## src/rtl/ctt_pkg.sv

```systemverilog
// ----------------------------------------------------------------------------
// ctt_pkg
// Shared types and constants of the configuration text tokenizer: token
// codes, the result record, and the bundle of results that one byte causes.
// ----------------------------------------------------------------------------
package ctt_pkg;

  // Width of the line and column counters.
  localparam int CoordBits = 16;
  localparam logic [CoordBits-1:0] CoordMax = '1;

  // Width of an integer token value.
  localparam int IntBits = 63;

  // One byte causes at most this many results.
  localparam int MaxResults = 3;
  localparam int ResIdxBits = $clog2(MaxResults);
  localparam int ResCntBits = $clog2(MaxResults + 1);

  // Depth of the queue between the scanner and the output sequencer.
  localparam int QueueDepth = 2;
  localparam int QPtrBits   = (QueueDepth > 1) ? $clog2(QueueDepth) : 1;
  localparam int QCntBits   = $clog2(QueueDepth + 1);

  // Item kinds.
  localparam logic ItemToken = 1'b0;
  localparam logic ItemText  = 1'b1;

  // Token kinds.
  localparam logic [3:0] TokNewline  = 4'd0;
  localparam logic [3:0] TokField    = 4'd1;
  localparam logic [3:0] TokBool     = 4'd2;
  localparam logic [3:0] TokInt      = 4'd3;
  localparam logic [3:0] TokString   = 4'd4;
  localparam logic [3:0] TokEqual    = 4'd5;
  localparam logic [3:0] TokLBrace   = 4'd6;
  localparam logic [3:0] TokRBrace   = 4'd7;
  localparam logic [3:0] TokLBracket = 4'd8;
  localparam logic [3:0] TokRBracket = 4'd9;
  localparam logic [3:0] TokComma    = 4'd10;
  localparam logic [3:0] TokError    = 4'd11;

  // One result item, without its end-of-run flag.
  typedef struct packed {
    logic                 item_kind;
    logic [3:0]           token_kind;
    logic [7:0]           char_value;
    logic [IntBits-1:0]   integer_value;
    logic                 truth_value;
    logic [CoordBits-1:0] start_line;
    logic [CoordBits-1:0] start_column;
    logic [CoordBits-1:0] end_line;
    logic [CoordBits-1:0] end_column;
  } res_t;

  // All results of one input beat, in order.
  typedef struct packed {
    logic [ResCntBits-1:0]   count;
    res_t [MaxResults-1:0]   res;
  } bundle_t;

endpackage

```

## src/rtl/ctt_in_if.sv

```systemverilog
// ----------------------------------------------------------------------------
// ctt_in_if
// Input channel of the tokenizer: one text byte per beat.
// ----------------------------------------------------------------------------
interface ctt_in_if;
  logic       valid;
  logic       ready;
  logic [7:0] text_byte;
  logic       end_of_text;

  modport source(output valid, output text_byte, output end_of_text, input ready);
  modport sink(input valid, input text_byte, input end_of_text, output ready);
endinterface

```

## src/rtl/ctt_out_if.sv

```systemverilog
// ----------------------------------------------------------------------------
// ctt_out_if
// Output channel of the tokenizer: one token or text character per beat.
// ----------------------------------------------------------------------------
interface ctt_out_if;
  import ctt_pkg::*;

  logic                 valid;
  logic                 ready;
  logic                 item_kind;
  logic [3:0]           token_kind;
  logic [7:0]           char_value;
  logic [IntBits-1:0]   integer_value;
  logic                 truth_value;
  logic [CoordBits-1:0] start_line;
  logic [CoordBits-1:0] start_column;
  logic [CoordBits-1:0] end_line;
  logic [CoordBits-1:0] end_column;
  logic                 run_end;

  modport source(
    output valid, input ready,
    output item_kind, output token_kind, output char_value, output integer_value,
    output truth_value, output start_line, output start_column, output end_line,
    output end_column, output run_end
  );
  modport sink(
    input valid, output ready,
    input item_kind, input token_kind, input char_value, input integer_value,
    input truth_value, input start_line, input start_column, input end_line,
    input end_column, input run_end
  );
endinterface

```

## src/rtl/ctt_front.sv

```systemverilog
// ----------------------------------------------------------------------------
// ctt_front
// Scanner: takes one byte per beat, tracks position, classifies the byte
// against the scan state and builds the bundle of results it causes.
// ----------------------------------------------------------------------------
module ctt_front (
  input  logic              clk_i,
  input  logic              rst_ni,
  ctt_in_if.sink            in_ch,
  input  logic              full_i,
  output logic              push_o,
  output ctt_pkg::bundle_t  bundle_o
);
  import ctt_pkg::*;

  // Scan state codes.
  localparam logic [2:0] ModeIdle     = 3'd0;
  localparam logic [2:0] ModeIdent    = 3'd1;
  localparam logic [2:0] ModeNumber   = 3'd2;
  localparam logic [2:0] ModeStrFirst = 3'd3;
  localparam logic [2:0] ModeString   = 3'd4;
  localparam logic [2:0] ModeComment  = 3'd5;
  localparam logic [2:0] ModeHalt     = 3'd6;

  // Characters with a meaning of their own.
  localparam logic [7:0] ChLf      = 8'h0a;
  localparam logic [7:0] ChQuote   = 8'h22;
  localparam logic [7:0] ChHash    = 8'h23;
  localparam logic [7:0] ChEqual   = 8'h3d;
  localparam logic [7:0] ChLBrace  = 8'h7b;
  localparam logic [7:0] ChRBrace  = 8'h7d;
  localparam logic [7:0] ChLBrack  = 8'h5b;
  localparam logic [7:0] ChRBrack  = 8'h5d;
  localparam logic [7:0] ChComma   = 8'h2c;
  localparam logic [7:0] ChUnder   = 8'h5f;
  localparam logic [7:0] ChDash    = 8'h2d;
  localparam logic [7:0] ChZero    = 8'h30;
  localparam logic [7:0] ChLowT    = 8'h74;
  localparam logic [7:0] ChLowF    = 8'h66;

  // Keyword tracker codes: 1..4 walk "true", 5..9 walk "false".
  localparam logic [4:0] KwNone      = 5'd0;
  localparam logic [4:0] KwTrueFirst = 5'd1;
  localparam logic [4:0] KwTrueDone  = 5'd4;
  localparam logic [4:0] KwFalseFirst = 5'd5;
  localparam logic [4:0] KwFalseDone = 5'd9;

  logic [2:0]           mode_q, mode_d;
  logic [CoordBits-1:0] line_q, line_d;
  logic [CoordBits-1:0] col_q, col_d;
  logic [CoordBits-1:0] tsl_q, tsl_d;
  logic [CoordBits-1:0] tsc_q, tsc_d;
  logic [IntBits-1:0]   acc_q, acc_d;
  logic                 ovf_q, ovf_d;
  logic [4:0]           kw_q, kw_d;

  logic                 accept;
  logic [7:0]           c;
  logic [IntBits+3:0]   prod;
  bundle_t              bnd;

  // Builds one result record.
  function automatic res_t mk(logic item, logic [3:0] kind, logic [7:0] ch,
                              logic [IntBits-1:0] ival, logic truth,
                              logic [CoordBits-1:0] sl, logic [CoordBits-1:0] sc,
                              logic [CoordBits-1:0] el, logic [CoordBits-1:0] ec);
    res_t r;
    r.item_kind     = item;
    r.token_kind    = kind;
    r.char_value    = ch;
    r.integer_value = ival;
    r.truth_value   = truth;
    r.start_line    = sl;
    r.start_column  = sc;
    r.end_line      = el;
    r.end_column    = ec;
    return r;
  endfunction

  // Appends a result to a bundle; a full bundle stays as it is.
  function automatic bundle_t put(bundle_t b, res_t r);
    bundle_t o;
    o = b;
    if (o.count != ResCntBits'(MaxResults)) begin
      o.res[o.count[ResIdxBits-1:0]] = r;
      o.count = o.count + ResCntBits'(1);
    end
    return o;
  endfunction

  function automatic logic is_letter(logic [7:0] ch);
    return ch inside {[8'h41:8'h5a], [8'h61:8'h7a]};
  endfunction

  function automatic logic is_digit(logic [7:0] ch);
    return ch inside {[8'h30:8'h39]};
  endfunction

  // Next keyword tracker value after an identifier character.
  function automatic logic [4:0] kw_next(logic [4:0] p, logic [7:0] ch);
    logic [7:0] want;
    case (p)
      5'd1:    want = 8'h72;  // r
      5'd2:    want = 8'h75;  // u
      5'd3:    want = 8'h65;  // e
      5'd5:    want = 8'h61;  // a
      5'd6:    want = 8'h6c;  // l
      5'd7:    want = 8'h73;  // s
      5'd8:    want = 8'h65;  // e
      default: want = 8'h00;
    endcase
    if (want != 8'h00 && ch == want) begin
      return p + 5'd1;
    end
    return KwNone;
  endfunction

  // Token that closes an identifier.
  function automatic res_t ident_token(logic [4:0] p, logic [CoordBits-1:0] sl,
                                       logic [CoordBits-1:0] sc,
                                       logic [CoordBits-1:0] el,
                                       logic [CoordBits-1:0] ec);
    if (p == KwTrueDone) begin
      return mk(ItemToken, TokBool, 8'h00, '0, 1'b1, sl, sc, el, ec);
    end
    if (p == KwFalseDone) begin
      return mk(ItemToken, TokBool, 8'h00, '0, 1'b0, sl, sc, el, ec);
    end
    return mk(ItemToken, TokField, 8'h00, '0, 1'b0, sl, sc, el, ec);
  endfunction

  assign c           = in_ch.text_byte;
  assign in_ch.ready = !full_i;
  assign accept      = in_ch.valid && in_ch.ready;

  // Decimal step: acc * 10 + digit, widened so that overflow shows in the top bits.
  assign prod = {1'b0, acc_q, 3'b000} + {3'b000, acc_q, 1'b0} +
                {(IntBits + 4)'(c - ChZero)};

  // Scan step: position update, per-state handling, fresh-byte handling, flush.
  always_comb begin
    logic                 do_idle;
    logic [3:0]           pkind;
    logic [CoordBits-1:0] cl;
    logic [CoordBits-1:0] cc;
    mode_d    = mode_q;
    line_d    = line_q;
    col_d     = col_q;
    tsl_d     = tsl_q;
    tsc_d     = tsc_q;
    acc_d     = acc_q;
    ovf_d     = ovf_q;
    kw_d      = kw_q;
    bnd       = '0;
    do_idle   = 1'b0;
    pkind     = TokError;
    cl        = line_q;
    cc        = col_q;

    if (mode_q != ModeHalt) begin
      // Position counters, saturating.
      if (c == ChLf) begin
        if (line_q != CoordMax) begin
          line_d = line_q + CoordBits'(1);
        end
        col_d = '0;
      end else if (col_q != CoordMax) begin
        col_d = col_q + CoordBits'(1);
      end
      cl = line_d;
      cc = col_d;

      // Handling that depends on the scan state.
      case (mode_q)
        ModeIdent: begin
          if (is_letter(c) || is_digit(c) || c == ChUnder || c == ChDash) begin
            kw_d = kw_next(kw_q, c);
            bnd  = put(bnd, mk(ItemText, TokField, c, '0, 1'b0, cl, cc, cl, cc));
          end else begin
            bnd     = put(bnd, ident_token(kw_q, tsl_q, tsc_q, line_q, col_q));
            do_idle = 1'b1;
          end
        end
        ModeNumber: begin
          if (is_digit(c)) begin
            if (!ovf_q) begin
              if (prod[IntBits+3:IntBits] != 4'd0) begin
                ovf_d = 1'b1;
              end else begin
                acc_d = prod[IntBits-1:0];
              end
            end
          end else if (ovf_q) begin
            bnd    = put(bnd, mk(ItemToken, TokError, 8'h00, '0, 1'b0,
                                 tsl_q, tsc_q, line_q, col_q));
            mode_d = ModeHalt;
          end else begin
            bnd     = put(bnd, mk(ItemToken, TokInt, 8'h00, acc_q, 1'b0,
                                  tsl_q, tsc_q, line_q, col_q));
            do_idle = 1'b1;
          end
        end
        ModeStrFirst, ModeString: begin
          if (mode_q == ModeStrFirst) begin
            tsl_d  = cl;
            tsc_d  = cc;
            mode_d = ModeString;
          end
          if (c == ChQuote) begin
            bnd    = put(bnd, mk(ItemToken, TokString, 8'h00, '0, 1'b0,
                                 tsl_d, tsc_d, cl, cc));
            mode_d = ModeIdle;
          end else begin
            bnd = put(bnd, mk(ItemText, TokString, c, '0, 1'b0, cl, cc, cl, cc));
          end
        end
        ModeComment: begin
          do_idle = (c == ChLf);
        end
        default: begin
          do_idle = 1'b1;
        end
      endcase

      // A byte seen fresh, outside any token.
      if (do_idle) begin
        mode_d = ModeIdle;
        case (c)
          ChEqual:  pkind = TokEqual;
          ChLBrace: pkind = TokLBrace;
          ChRBrace: pkind = TokRBrace;
          ChLBrack: pkind = TokLBracket;
          ChRBrack: pkind = TokRBracket;
          ChComma:  pkind = TokComma;
          default:  pkind = TokError;
        endcase
        if (c == ChLf) begin
          bnd = put(bnd, mk(ItemToken, TokNewline, c, '0, 1'b0, cl, cc, cl, cc));
        end else if (c inside {8'h09, 8'h0b, 8'h0c, 8'h0d, 8'h20}) begin
          mode_d = ModeIdle;
        end else if (is_letter(c)) begin
          mode_d = ModeIdent;
          tsl_d  = cl;
          tsc_d  = cc;
          kw_d   = (c == ChLowT) ? KwTrueFirst : ((c == ChLowF) ? KwFalseFirst : KwNone);
          bnd    = put(bnd, mk(ItemText, TokField, c, '0, 1'b0, cl, cc, cl, cc));
        end else if (is_digit(c)) begin
          mode_d = ModeNumber;
          tsl_d  = cl;
          tsc_d  = cc;
          acc_d  = IntBits'(c - ChZero);
          ovf_d  = 1'b0;
        end else if (c == ChQuote) begin
          mode_d = ModeStrFirst;
        end else if (c == ChHash) begin
          mode_d = ModeComment;
        end else begin
          bnd = put(bnd, mk(ItemToken, pkind, c, '0, 1'b0, cl, cc, cl, cc));
          if (pkind == TokError) begin
            mode_d = ModeHalt;
          end
        end
      end

      // End of text: close the pending token and start a new text.
      if (in_ch.end_of_text && mode_d != ModeHalt) begin
        case (mode_d)
          ModeIdent: begin
            bnd = put(bnd, ident_token(kw_d, tsl_d, tsc_d, cl, cc));
          end
          ModeNumber: begin
            if (ovf_d) begin
              bnd    = put(bnd, mk(ItemToken, TokError, 8'h00, '0, 1'b0,
                                   tsl_d, tsc_d, cl, cc));
              mode_d = ModeHalt;
            end else begin
              bnd = put(bnd, mk(ItemToken, TokInt, 8'h00, acc_d, 1'b0,
                                tsl_d, tsc_d, cl, cc));
            end
          end
          ModeStrFirst: begin
            bnd    = put(bnd, mk(ItemToken, TokError, 8'h00, '0, 1'b0, cl, cc, cl, cc));
            mode_d = ModeHalt;
          end
          ModeString: begin
            bnd    = put(bnd, mk(ItemToken, TokError, 8'h00, '0, 1'b0,
                                 tsl_d, tsc_d, cl, cc));
            mode_d = ModeHalt;
          end
          default: begin
            mode_d = mode_d;
          end
        endcase
        if (mode_d != ModeHalt) begin
          mode_d = ModeIdle;
          line_d = '0;
          col_d  = '0;
          acc_d  = '0;
          ovf_d  = 1'b0;
          kw_d   = KwNone;
        end
      end
    end
  end

  assign push_o   = accept && (bnd.count != ResCntBits'(0));
  assign bundle_o = bnd;

  // Scan state advances on every accepted beat.
  always_ff @(posedge clk_i or negedge rst_ni) begin
    if (!rst_ni) begin
      mode_q <= ModeIdle;
      line_q <= '0;
      col_q  <= '0;
      tsl_q  <= '0;
      tsc_q  <= '0;
      acc_q  <= '0;
      ovf_q  <= 1'b0;
      kw_q   <= KwNone;
    end else if (accept) begin
      mode_q <= mode_d;
      line_q <= line_d;
      col_q  <= col_d;
      tsl_q  <= tsl_d;
      tsc_q  <= tsc_d;
      acc_q  <= acc_d;
      ovf_q  <= ovf_d;
      kw_q   <= kw_d;
    end
  end

endmodule

```

## src/rtl/ctt_queue.sv

```systemverilog
// ----------------------------------------------------------------------------
// ctt_queue
// Short first-in first-out queue of result bundles between the scanner and
// the output sequencer.
// ----------------------------------------------------------------------------
module ctt_queue (
  input  logic              clk_i,
  input  logic              rst_ni,
  input  logic              push_i,
  input  ctt_pkg::bundle_t  bundle_i,
  output logic              full_o,
  output logic              head_valid_o,
  output ctt_pkg::bundle_t  head_o,
  input  logic              pop_i
);
  import ctt_pkg::*;

  bundle_t [QueueDepth-1:0] mem_q;
  logic [QPtrBits-1:0]      wr_ptr_q, rd_ptr_q;
  logic [QCntBits-1:0]      count_q;

  assign full_o       = (count_q == QCntBits'(QueueDepth));
  assign head_valid_o = (count_q != QCntBits'(0));
  assign head_o       = mem_q[rd_ptr_q];

  function automatic logic [QPtrBits-1:0] ptr_inc(logic [QPtrBits-1:0] p);
    if (p == QPtrBits'(QueueDepth - 1)) begin
      return '0;
    end
    return p + QPtrBits'(1);
  endfunction

  // Entry storage.
  always_ff @(posedge clk_i) begin
    if (push_i) begin
      mem_q[wr_ptr_q] <= bundle_i;
    end
  end

  // Pointers and fill level.
  always_ff @(posedge clk_i or negedge rst_ni) begin
    if (!rst_ni) begin
      wr_ptr_q <= '0;
      rd_ptr_q <= '0;
      count_q  <= '0;
    end else begin
      if (push_i) begin
        wr_ptr_q <= ptr_inc(wr_ptr_q);
      end
      if (pop_i) begin
        rd_ptr_q <= ptr_inc(rd_ptr_q);
      end
      if (push_i && !pop_i) begin
        count_q <= count_q + QCntBits'(1);
      end else if (pop_i && !push_i) begin
        count_q <= count_q - QCntBits'(1);
      end
    end
  end

endmodule

```

## src/rtl/ctt_back.sv

```systemverilog
// ----------------------------------------------------------------------------
// ctt_back
// Output sequencer: sends the results of the head bundle one beat at a time
// and marks the last one of each bundle.
// ----------------------------------------------------------------------------
module ctt_back (
  input  logic              clk_i,
  input  logic              rst_ni,
  input  logic              head_valid_i,
  input  ctt_pkg::bundle_t  head_i,
  output logic              pop_o,
  ctt_out_if.source         out_ch
);
  import ctt_pkg::*;

  logic [ResIdxBits-1:0] idx_q, idx_d;
  logic                  last;
  logic                  fire;
  res_t                  cur;

  assign cur  = head_i.res[idx_q];
  assign last = ((ResCntBits'(idx_q) + ResCntBits'(1)) == head_i.count);
  assign fire = out_ch.valid && out_ch.ready;

  // Drive the channel from the selected result.
  assign out_ch.valid         = head_valid_i;
  assign out_ch.item_kind     = cur.item_kind;
  assign out_ch.token_kind    = cur.token_kind;
  assign out_ch.char_value    = cur.char_value;
  assign out_ch.integer_value = cur.integer_value;
  assign out_ch.truth_value   = cur.truth_value;
  assign out_ch.start_line    = cur.start_line;
  assign out_ch.start_column  = cur.start_column;
  assign out_ch.end_line      = cur.end_line;
  assign out_ch.end_column    = cur.end_column;
  assign out_ch.run_end       = last;

  assign pop_o = fire && last;

  // Step through the bundle; the last beat releases it.
  always_comb begin
    idx_d = idx_q;
    if (fire) begin
      idx_d = last ? '0 : idx_q + ResIdxBits'(1);
    end
  end

  always_ff @(posedge clk_i or negedge rst_ni) begin
    if (!rst_ni) begin
      idx_q <= '0;
    end else begin
      idx_q <= idx_d;
    end
  end

endmodule

```

## src/rtl/config_text_tokenizer_unit.sv

```systemverilog
// ----------------------------------------------------------------------------
// config_text_tokenizer_unit
// Streaming tokenizer for a small configuration text format: one text byte
// in, tokens and identifier or string characters out.
// ----------------------------------------------------------------------------
//
//   Channel   Port     Dir  Beat
//   text      text_i   in   text_byte, end_of_text
//   token     token_o  out  item_kind, token_kind, char_value, integer_value,
//                           truth_value, start/end line and column, run_end
//
// The scanner takes one byte per cycle; a byte is fully classified in the
// cycle it is accepted, and its up to three results go into a two-entry queue.
// The output sequencer sends one result per cycle, so the sustained rate is
// one byte per cycle while bytes cause at most one result each on average.
// Reset clears the scan state and empties the queue; there is no clearing pass.
// The input stalls only when the queue is full; the output stalls independently.
//
module config_text_tokenizer_unit (
  input  logic       clk_i,
  input  logic       rst_ni,
  ctt_in_if.sink     text_i,
  ctt_out_if.source  token_o
);
  import ctt_pkg::*;

  logic    push;
  logic    full;
  logic    head_valid;
  logic    pop;
  bundle_t push_bundle;
  bundle_t head;

  // Scanner.
  ctt_front u_front (
    .clk_i    (clk_i),
    .rst_ni   (rst_ni),
    .in_ch    (text_i),
    .full_i   (full),
    .push_o   (push),
    .bundle_o (push_bundle)
  );

  // Queue of result bundles.
  ctt_queue u_queue (
    .clk_i        (clk_i),
    .rst_ni       (rst_ni),
    .push_i       (push),
    .bundle_i     (push_bundle),
    .full_o       (full),
    .head_valid_o (head_valid),
    .head_o       (head),
    .pop_i        (pop)
  );

  // Output sequencer.
  ctt_back u_back (
    .clk_i        (clk_i),
    .rst_ni       (rst_ni),
    .head_valid_i (head_valid),
    .head_i       (head),
    .pop_o        (pop),
    .out_ch       (token_o)
  );

`ifndef SYNTHESIS
  // The scanner never writes into a full queue.
  assert property (@(posedge clk_i) disable iff (!rst_ni) !(push && full))
    else $error("bundle pushed into a full queue");

  // Every queued bundle carries at least one result.
  assert property (@(posedge clk_i) disable iff (!rst_ni)
    head_valid |-> (head.count != ResCntBits'(0)))
    else $error("empty bundle at the head of the queue");

  // A bundle is released only while one is present.
  assert property (@(posedge clk_i) disable iff (!rst_ni) pop |-> head_valid)
    else $error("queue popped while empty");

  // An empty queue stays empty unless the scanner pushes.
  assert property (@(posedge clk_i) disable iff (!rst_ni)
    (!head_valid && !push) |=> !head_valid)
    else $error("queue became non-empty without a push");
`endif

endmodule

```

## src/flat_wrapper.sv

```systemverilog
// flat-port wrapper written by rule: the top's interface ports become plain ports
module config_text_tokenizer_unit_flat import ctt_pkg::*;
  (clk_i, rst_ni, text_i_valid, text_i_text_byte, text_i_end_of_text, text_i_ready, token_o_valid, token_o_ready, token_o_item_kind, token_o_token_kind, token_o_char_value, token_o_integer_value, token_o_truth_value, token_o_start_line, token_o_start_column, token_o_end_line, token_o_end_column, token_o_run_end);
  ctt_in_if text_i_i ();
  ctt_out_if token_o_i ();
  input  logic clk_i;
  input  logic rst_ni;
  input wire logic [$bits(text_i_i.valid)-1:0] text_i_valid;
  input wire logic [$bits(text_i_i.text_byte)-1:0] text_i_text_byte;
  input wire logic [$bits(text_i_i.end_of_text)-1:0] text_i_end_of_text;
  output wire logic [$bits(text_i_i.ready)-1:0] text_i_ready;
  output wire logic [$bits(token_o_i.valid)-1:0] token_o_valid;
  input wire logic [$bits(token_o_i.ready)-1:0] token_o_ready;
  output wire logic [$bits(token_o_i.item_kind)-1:0] token_o_item_kind;
  output wire logic [$bits(token_o_i.token_kind)-1:0] token_o_token_kind;
  output wire logic [$bits(token_o_i.char_value)-1:0] token_o_char_value;
  output wire logic [$bits(token_o_i.integer_value)-1:0] token_o_integer_value;
  output wire logic [$bits(token_o_i.truth_value)-1:0] token_o_truth_value;
  output wire logic [$bits(token_o_i.start_line)-1:0] token_o_start_line;
  output wire logic [$bits(token_o_i.start_column)-1:0] token_o_start_column;
  output wire logic [$bits(token_o_i.end_line)-1:0] token_o_end_line;
  output wire logic [$bits(token_o_i.end_column)-1:0] token_o_end_column;
  output wire logic [$bits(token_o_i.run_end)-1:0] token_o_run_end;
  assign text_i_i.valid = text_i_valid;
  assign text_i_i.text_byte = text_i_text_byte;
  assign text_i_i.end_of_text = text_i_end_of_text;
  assign text_i_ready = text_i_i.ready;
  assign token_o_valid = token_o_i.valid;
  assign token_o_i.ready = token_o_ready;
  assign token_o_item_kind = token_o_i.item_kind;
  assign token_o_token_kind = token_o_i.token_kind;
  assign token_o_char_value = token_o_i.char_value;
  assign token_o_integer_value = token_o_i.integer_value;
  assign token_o_truth_value = token_o_i.truth_value;
  assign token_o_start_line = token_o_i.start_line;
  assign token_o_start_column = token_o_i.start_column;
  assign token_o_end_line = token_o_i.end_line;
  assign token_o_end_column = token_o_i.end_column;
  assign token_o_run_end = token_o_i.run_end;
  config_text_tokenizer_unit u_core (.clk_i(clk_i), .rst_ni(rst_ni), .text_i(text_i_i), .token_o(token_o_i));
endmodule
```

## config.mk

```make
export PLATFORM = sky130hd
export DESIGN_NAME = config_text_tokenizer_unit_flat
export DESIGN_NICKNAME = d
export VERILOG_FILES = /design/src/rtl/ctt_pkg.sv /design/src/rtl/ctt_in_if.sv /design/src/rtl/ctt_out_if.sv /design/src/rtl/ctt_front.sv /design/src/rtl/ctt_queue.sv /design/src/rtl/ctt_back.sv /design/src/rtl/config_text_tokenizer_unit.sv /design/src/flat_wrapper.sv
export SDC_FILE = /design/constraint.sdc
export NUM_CORES = 2
export LEC_CHECK = 0
export BUFFER_PORTS_ARGS = -buffer_cell sky130_fd_sc_hd__buf_2
export CORE_MARGIN = 2
export CORE_UTILIZATION = 45
export CTS_BUF_LIST = sky130_fd_sc_hd__clkbuf_4
export DETAILED_ROUTE_END_ITERATION = 16
export PLACE_DENSITY_LB_ADDON = 0.3
export SLEW_MARGIN = 0
export SYNTH_ARGS = -nofsm -noshare
export SYNTH_HDL_FRONTEND = slang
export SYNTH_HIERARCHICAL = 1
export SYNTH_SLANG_ARGS = --single-unit
```

## constraint.sdc

```tcl
create_clock -name clk_i -period 24.4 [get_ports clk_i]
set_input_delay 1.22 -clock clk_i [delete_from_list [all_inputs] [get_ports clk_i]]
set_output_delay 1.22 -clock clk_i [all_outputs]
set_load 0.01 [all_outputs]
```

# Word level (Yosys, flattened, before mapping)
# Index checks and enable logic that the tools add are counted.
[word_totals] reg_bits=992 wordCells=358 output_inout_bits=144
[classes] n_mux=182 eq_ne=49 n_addsub=14 n_reduce_logical=31 magnitude_cmp=14
[op_table] cell="$mux W425" n=22
[op_table] cell="$bwmux W423" n=7
[op_table] cell="$mux W141" n=16
[op_table] cell="$pmux W425 S4" n=1
[op_table] cell="$pmux W424 S3" n=1
[op_table] cell="$bwmux W850" n=1
[op_table] cell="$mux W63" n=12
[op_table] cell="$demux W141 S2" n=2
[op_table] cell="$demux W425 S1" n=1
[op_table] cell="$mux W424" n=1
[op_table] cell="$mux W16" n=26
[op_table] cell="$bmux W141 S2" n=1
[op_table] cell="$mux W140" n=1
[op_table] cell="$add A66 B64 Y67" n=1
[op_table] cell="$add A67 B67 Y67" n=1
[op_table] cell="$mux W3" n=20
[op_table] cell="$eq A8 B7 Y1 const B" n=7
[op_table] cell="$mux W5" n=11
[op_table] cell="$eq A8 B6 Y1 const B" n=6
[op_table] cell="$mux W1" n=46
[op_table] cell="$pmux W7 S6" n=1
[op_table] cell="$eq A8 B4 Y1 const B" n=5
[op_table] cell="$add A16 B1 Y16 const B" n=2
[op_table] cell="$ne A16 B16 Y1 const B" n=2
[op_table] cell="other kinds (41)" n=96

# Longest topological paths before layout
[logic_depth] word_depth=48 ltp_mapped=21

# Cells and area by module
# Netlist, hierarchy kept.
[modules_own_cells] mod="ctt_queue" area_per_inst_um2=30834.6 n_inst=1 cells_each=1338 seq_area_each_um2=25624.6
[modules_own_cells] mod="ctt_front" area_per_inst_um2=18497.7 n_inst=1 cells_each=2446 seq_area_each_um2=3403.3
[modules_own_cells] mod="ctt_back" area_per_inst_um2=3079.2 n_inst=1 cells_each=488 seq_area_each_um2=50.0

# Worst setup path before layout
# No wires, ideal clock.
[synth_timing] path_type="input-to-reg" startpoint="input port text_i_text_byte[1]" endpoint="register u_core/u_queue/mem_q[0] in the netlist's numbering (enable)" path_stages=17 t_arrival_ns=22.371 required_ns=23.127 path_slack_ns=0.756 setup_time_ns=1.273 cell_sequence="buf_4 o211ai_2 nand2_1 a21oi_1 o21ai_0 buf_2 ha_1 nor3_1 o32ai_1 a22o_1 buf_4 nor2_1 a21oi_1 nor2_1 nor2_1 nor2_1 nor2b_1"
[synth_rtl] item="start, declared" line_no="flat_wrapper.sv:9" rtl="input wire logic [$bits(text_i_i.text_byte)-1:0] text_i_text_byte;"
[synth_rtl] item="end signal, assigned by index" line_no="ctt_queue.sv:36" rtl="mem_q[wr_ptr_q] <= bundle_i;"
[synth_rtl] item="end, declared" line_no="ctt_queue.sv:18" rtl="bundle_t [QueueDepth-1:0] mem_q;"

==> flow_summary.toml <==
[run]
maxCapViolCount = 0

[global_route]
grt_use_total_pct = 23.5
antenna_found_initial = 8
grt_pass1_vias = 36800
grt_pass1_wl_um = 216000
met2_usage_pct = 39.7
grt_overflow_total = 0
busiest_layer = "met2"
use_met3_pct = 4.52
grt_max_degree = 176
use_met1_pct = 29.1

[timing]
finalCritPeriodShare_pct = 32.2
hold_viol = 0
period_minus_slack_ns = 7.86
fin_tns_setup_ns = 0
rsz0062_at_grt = "no"
fmax_mhz = 127
clock_skew_ns = 0.111
worst_slew_pin_slew_ns = 1.26
slew_headroom_pct = 15.7
setup_violations = 0
slew_viol_final = 0
fin_ws_ns = 16.54

[synth]
synth_area_sq_um = 52400
ys.flop_type = "edfxtp_1"
synthArstFlopShare_pct = 14.3
synth.distinct_cells = 112
yosysSeqAreaShare_pct = 55.5
synth_edf_count = 850
syn_inst = 4272
synth_area_per_cell_sq_um = 12.3
ys_seq_elements = 992
synth_top_area_share_pct = 48.7
synth_area_leaders = "edfxtp_1 49%, mux2_2 9.0%, dfrtp_1 6.8%, nand2_1 3.1%, mux2i_1 2.8%"
yosys.area.top_type = "edfxtp_1"
yosys_warnings = 6

[outcome]
outcome = "complete, no violations"

[routing]
ant_nets = 0
drc = 0
firstDrtPassIters = 6
viasPerCell = 5.75
drt_iter0_markers = 3265
postRouteWirelength_um = 142000
via_count = 35800
wl_per_cell_um = 22.8

[clock_network]
clock-root-buffer = "clkbuf_4"
htree_levels = 5
post_cts_resized = 0
cts_buffer_depth = 4
cts_tree = "built"
numCtsBuffers = 288
insertion_delay_ns = 1.19
cts_hold_buf = 0
post_cts_buffers = 0
cts_sinks = 992
cts.clk_slew.worst_paths_ns = 0.06

[placed_design]
dp_hpwl_um = 89100
routabilityCongestion = 0.931
place_ws_ns = 15.43
io_buffers = 156

[floorplanning]
die_h_um = 345
die_x_um = 345
io_pins = 157
rows = 125
dieArea_sq_um = 119000
core_area_sq_um = 116000
start_util_pct = 45.2

[worst_hold_path]
hold_path.class = "primary input to asynchronous set/reset pin"

[cells_and_area]
multiInputGateArea_sq_um = 21200
fill_cells = 10500
regArea_sq_um = 29100
nets = 4664
drive_gt1_share_pct = 24.9
area_delta_synth_final_pct = 9.34
final_core_util_pct = 49.4

[power_and_ir_drop]
ir_worst_vdd_mv = 0.0583
leakage_nw = 18.6
power_density_nw_per_um2 = 60.5

[critical_path]
end_kind = "flip-flop"
path_class = "flip-flop to flip-flop"
crit_required_ns = 25.19
start_kind = "flip-flop"
cp_max_fo = 175
cp.arrival_ns = 8.66
-- where the power goes --
group	internal (mW)	total (mW)	switching, mW
combinational	0.0288	0.109	0.0802
clock	0.846	1.53	0.684
sequential	1.82	1.82	0
-- synth_stat cells, drive strengths merged (22+ instances only) --
master	instances
a211oi	22
a21o	27
a21oi	176
a22o	106
a22oi	71
and2	44
and3	26
buf	299
clkbuf	110
dfrtp	142
edfxtp	850
fa	62
ha	81
inv	61
mux2	431
mux2i	148
nand2	438
nand3	53
nand4	33
nor2	263
nor3	46
o211ai	40
o21a	23
o21ai	330
o22ai	32
xnor2	64
xor2	43
-- flip-flops by register name, summed over array words and instances, names as in the netlist --
register / count
u_core/u_queue/mem_q: 850
u_core/u_front/acc_q: 63
u_core/u_front/col_q: 16
u_core/u_front/line_q: 16
u_core/u_front/tsc_q: 16
u_core/u_front/tsl_q: 16
u_core/u_front/kw_q: 5
u_core/u_front/mode_q: 3
u_core/u_back/idx_q: 2
u_core/u_queue/count_q: 2
u_core/u_front/ovf_q: 1
u_core/u_queue/rd_ptr_q: 1
u_core/u_queue/wr_ptr_q: 1
-- metal layers --
layer	vias to the layer above	wire (um)
li1	16400	-
met1	17800	57000
met2	1347	69800
met3	313	9250
met4	2	5850
met5	-	16
-- worst paths after layout --
check,end,start,slack (ns),cells after the start
min,u_core/u_front/tsl_q[6]$_DFFE_PN0P_,rst_ni,0.08,1
max,u_core/u_queue/mem_q[293]$_DFFE_PP_,u_core/u_front/mode_q[0]$_DFFE_PN0P_,16.54,16
max in group asynchronous,u_core/u_back/idx_q[1]$_DFFE_PN0P_,rst_ni,23.29,2
min in group clk_i,u_core/u_front/mode_q[0]$_DFFE_PN0P_,text_i_end_of_text,0.44,2
min reg2reg,u_core/u_queue/count_q[1]$_DFFE_PN0P_,u_core/u_queue/count_q[1]$_DFFE_PN0P_,0.48,1
max reg2reg,u_core/u_queue/mem_q[293]$_DFFE_PP_,u_core/u_front/mode_q[0]$_DFFE_PN0P_,16.54,16
-- placed cells by master, fill, tap and decap left out, types with 39 or more instances in the layout --
master / Yosys / routed
a22oi_1: 71 / 71
clkbuf_4: 0 / 427
dfrtp_1: 142 / 139
o211ai_1: 39 / 39
o21ai_0: 256 / 256
a22o_1: 106 / 106
edfxtp_1: 850 / 850
buf_4: 163 / 58
mux2i_1: 148 / 148
conb_1: 1 / 139
a21oi_1: 174 / 174
buf_2: 105 / 155
fa_1: 62 / 62
xor2_1: 43 / 43
mux2_2: 421 / 421
nand2_1: 438 / 436
nand3_1: 53 / 51
inv_1: 61 / 61
o21ai_1: 73 / 72
xnor2_1: 63 / 63
and2_1: 44 / 43
ha_1: 81 / 81
nor2_1: 258 / 255
-- critical path, cell delays in order (launching register included) --
cell and delay, ns:
dfrtp_1 0.65, inv_1 0.29, nor3_2 0.67, nor3b_2 0.44, nand3_1 0.25, nand2_1 0.19
a32o_1 0.40, o221ai_4 0.29, nor2_1 0.15, a21oi_1 0.06, nor2_1 0.22, nor2_1 0.12
nor2_1 0.31, nor2b_4 0.76, buf_4 0.81, buf_12 0.76, buf_4 0.86
-- final cells by class --
cell class	count	area share (%)
antenna	9	0.0393
clock inverter	53	0.589
timing repair buffer	217	2.24
sequential	992	50.8
clock buffer	427	5.59
tap	1524	3.33
multi-input combinational	2946	37.0
inverter	63	0.413
-- metrics by stage --
step | hold WS [ns] | area (sq um) | instances | power [mW]
after floorplan | 0.447 | 52900 | 4410 | 1.95
after global placement | 0.468 | 53700 | 5742 | 1.97
after detailed placement | 0.470 | 53700 | 5742 | 1.97
after CTS | 0.0178 | 57300 | 6222 | 3.51
after global routing | 0.0103 | 57300 | 6231 | 3.61
final | 0.0756 | 57300 | 6231 | 3.46
-- kinds of logic after synthesis --
logic type,Yosys count,share of synthesized area [%]
simple gates,1003,8.81
flops,992,55.5
compound gates,975,12.3
mux,579,12.1
buf+inv,472,5.16
fa+ha+maj,143,4.30
xor+xnor,107,1.80
other cells,1,0.00715
Power figures use the tool's default switching activity.
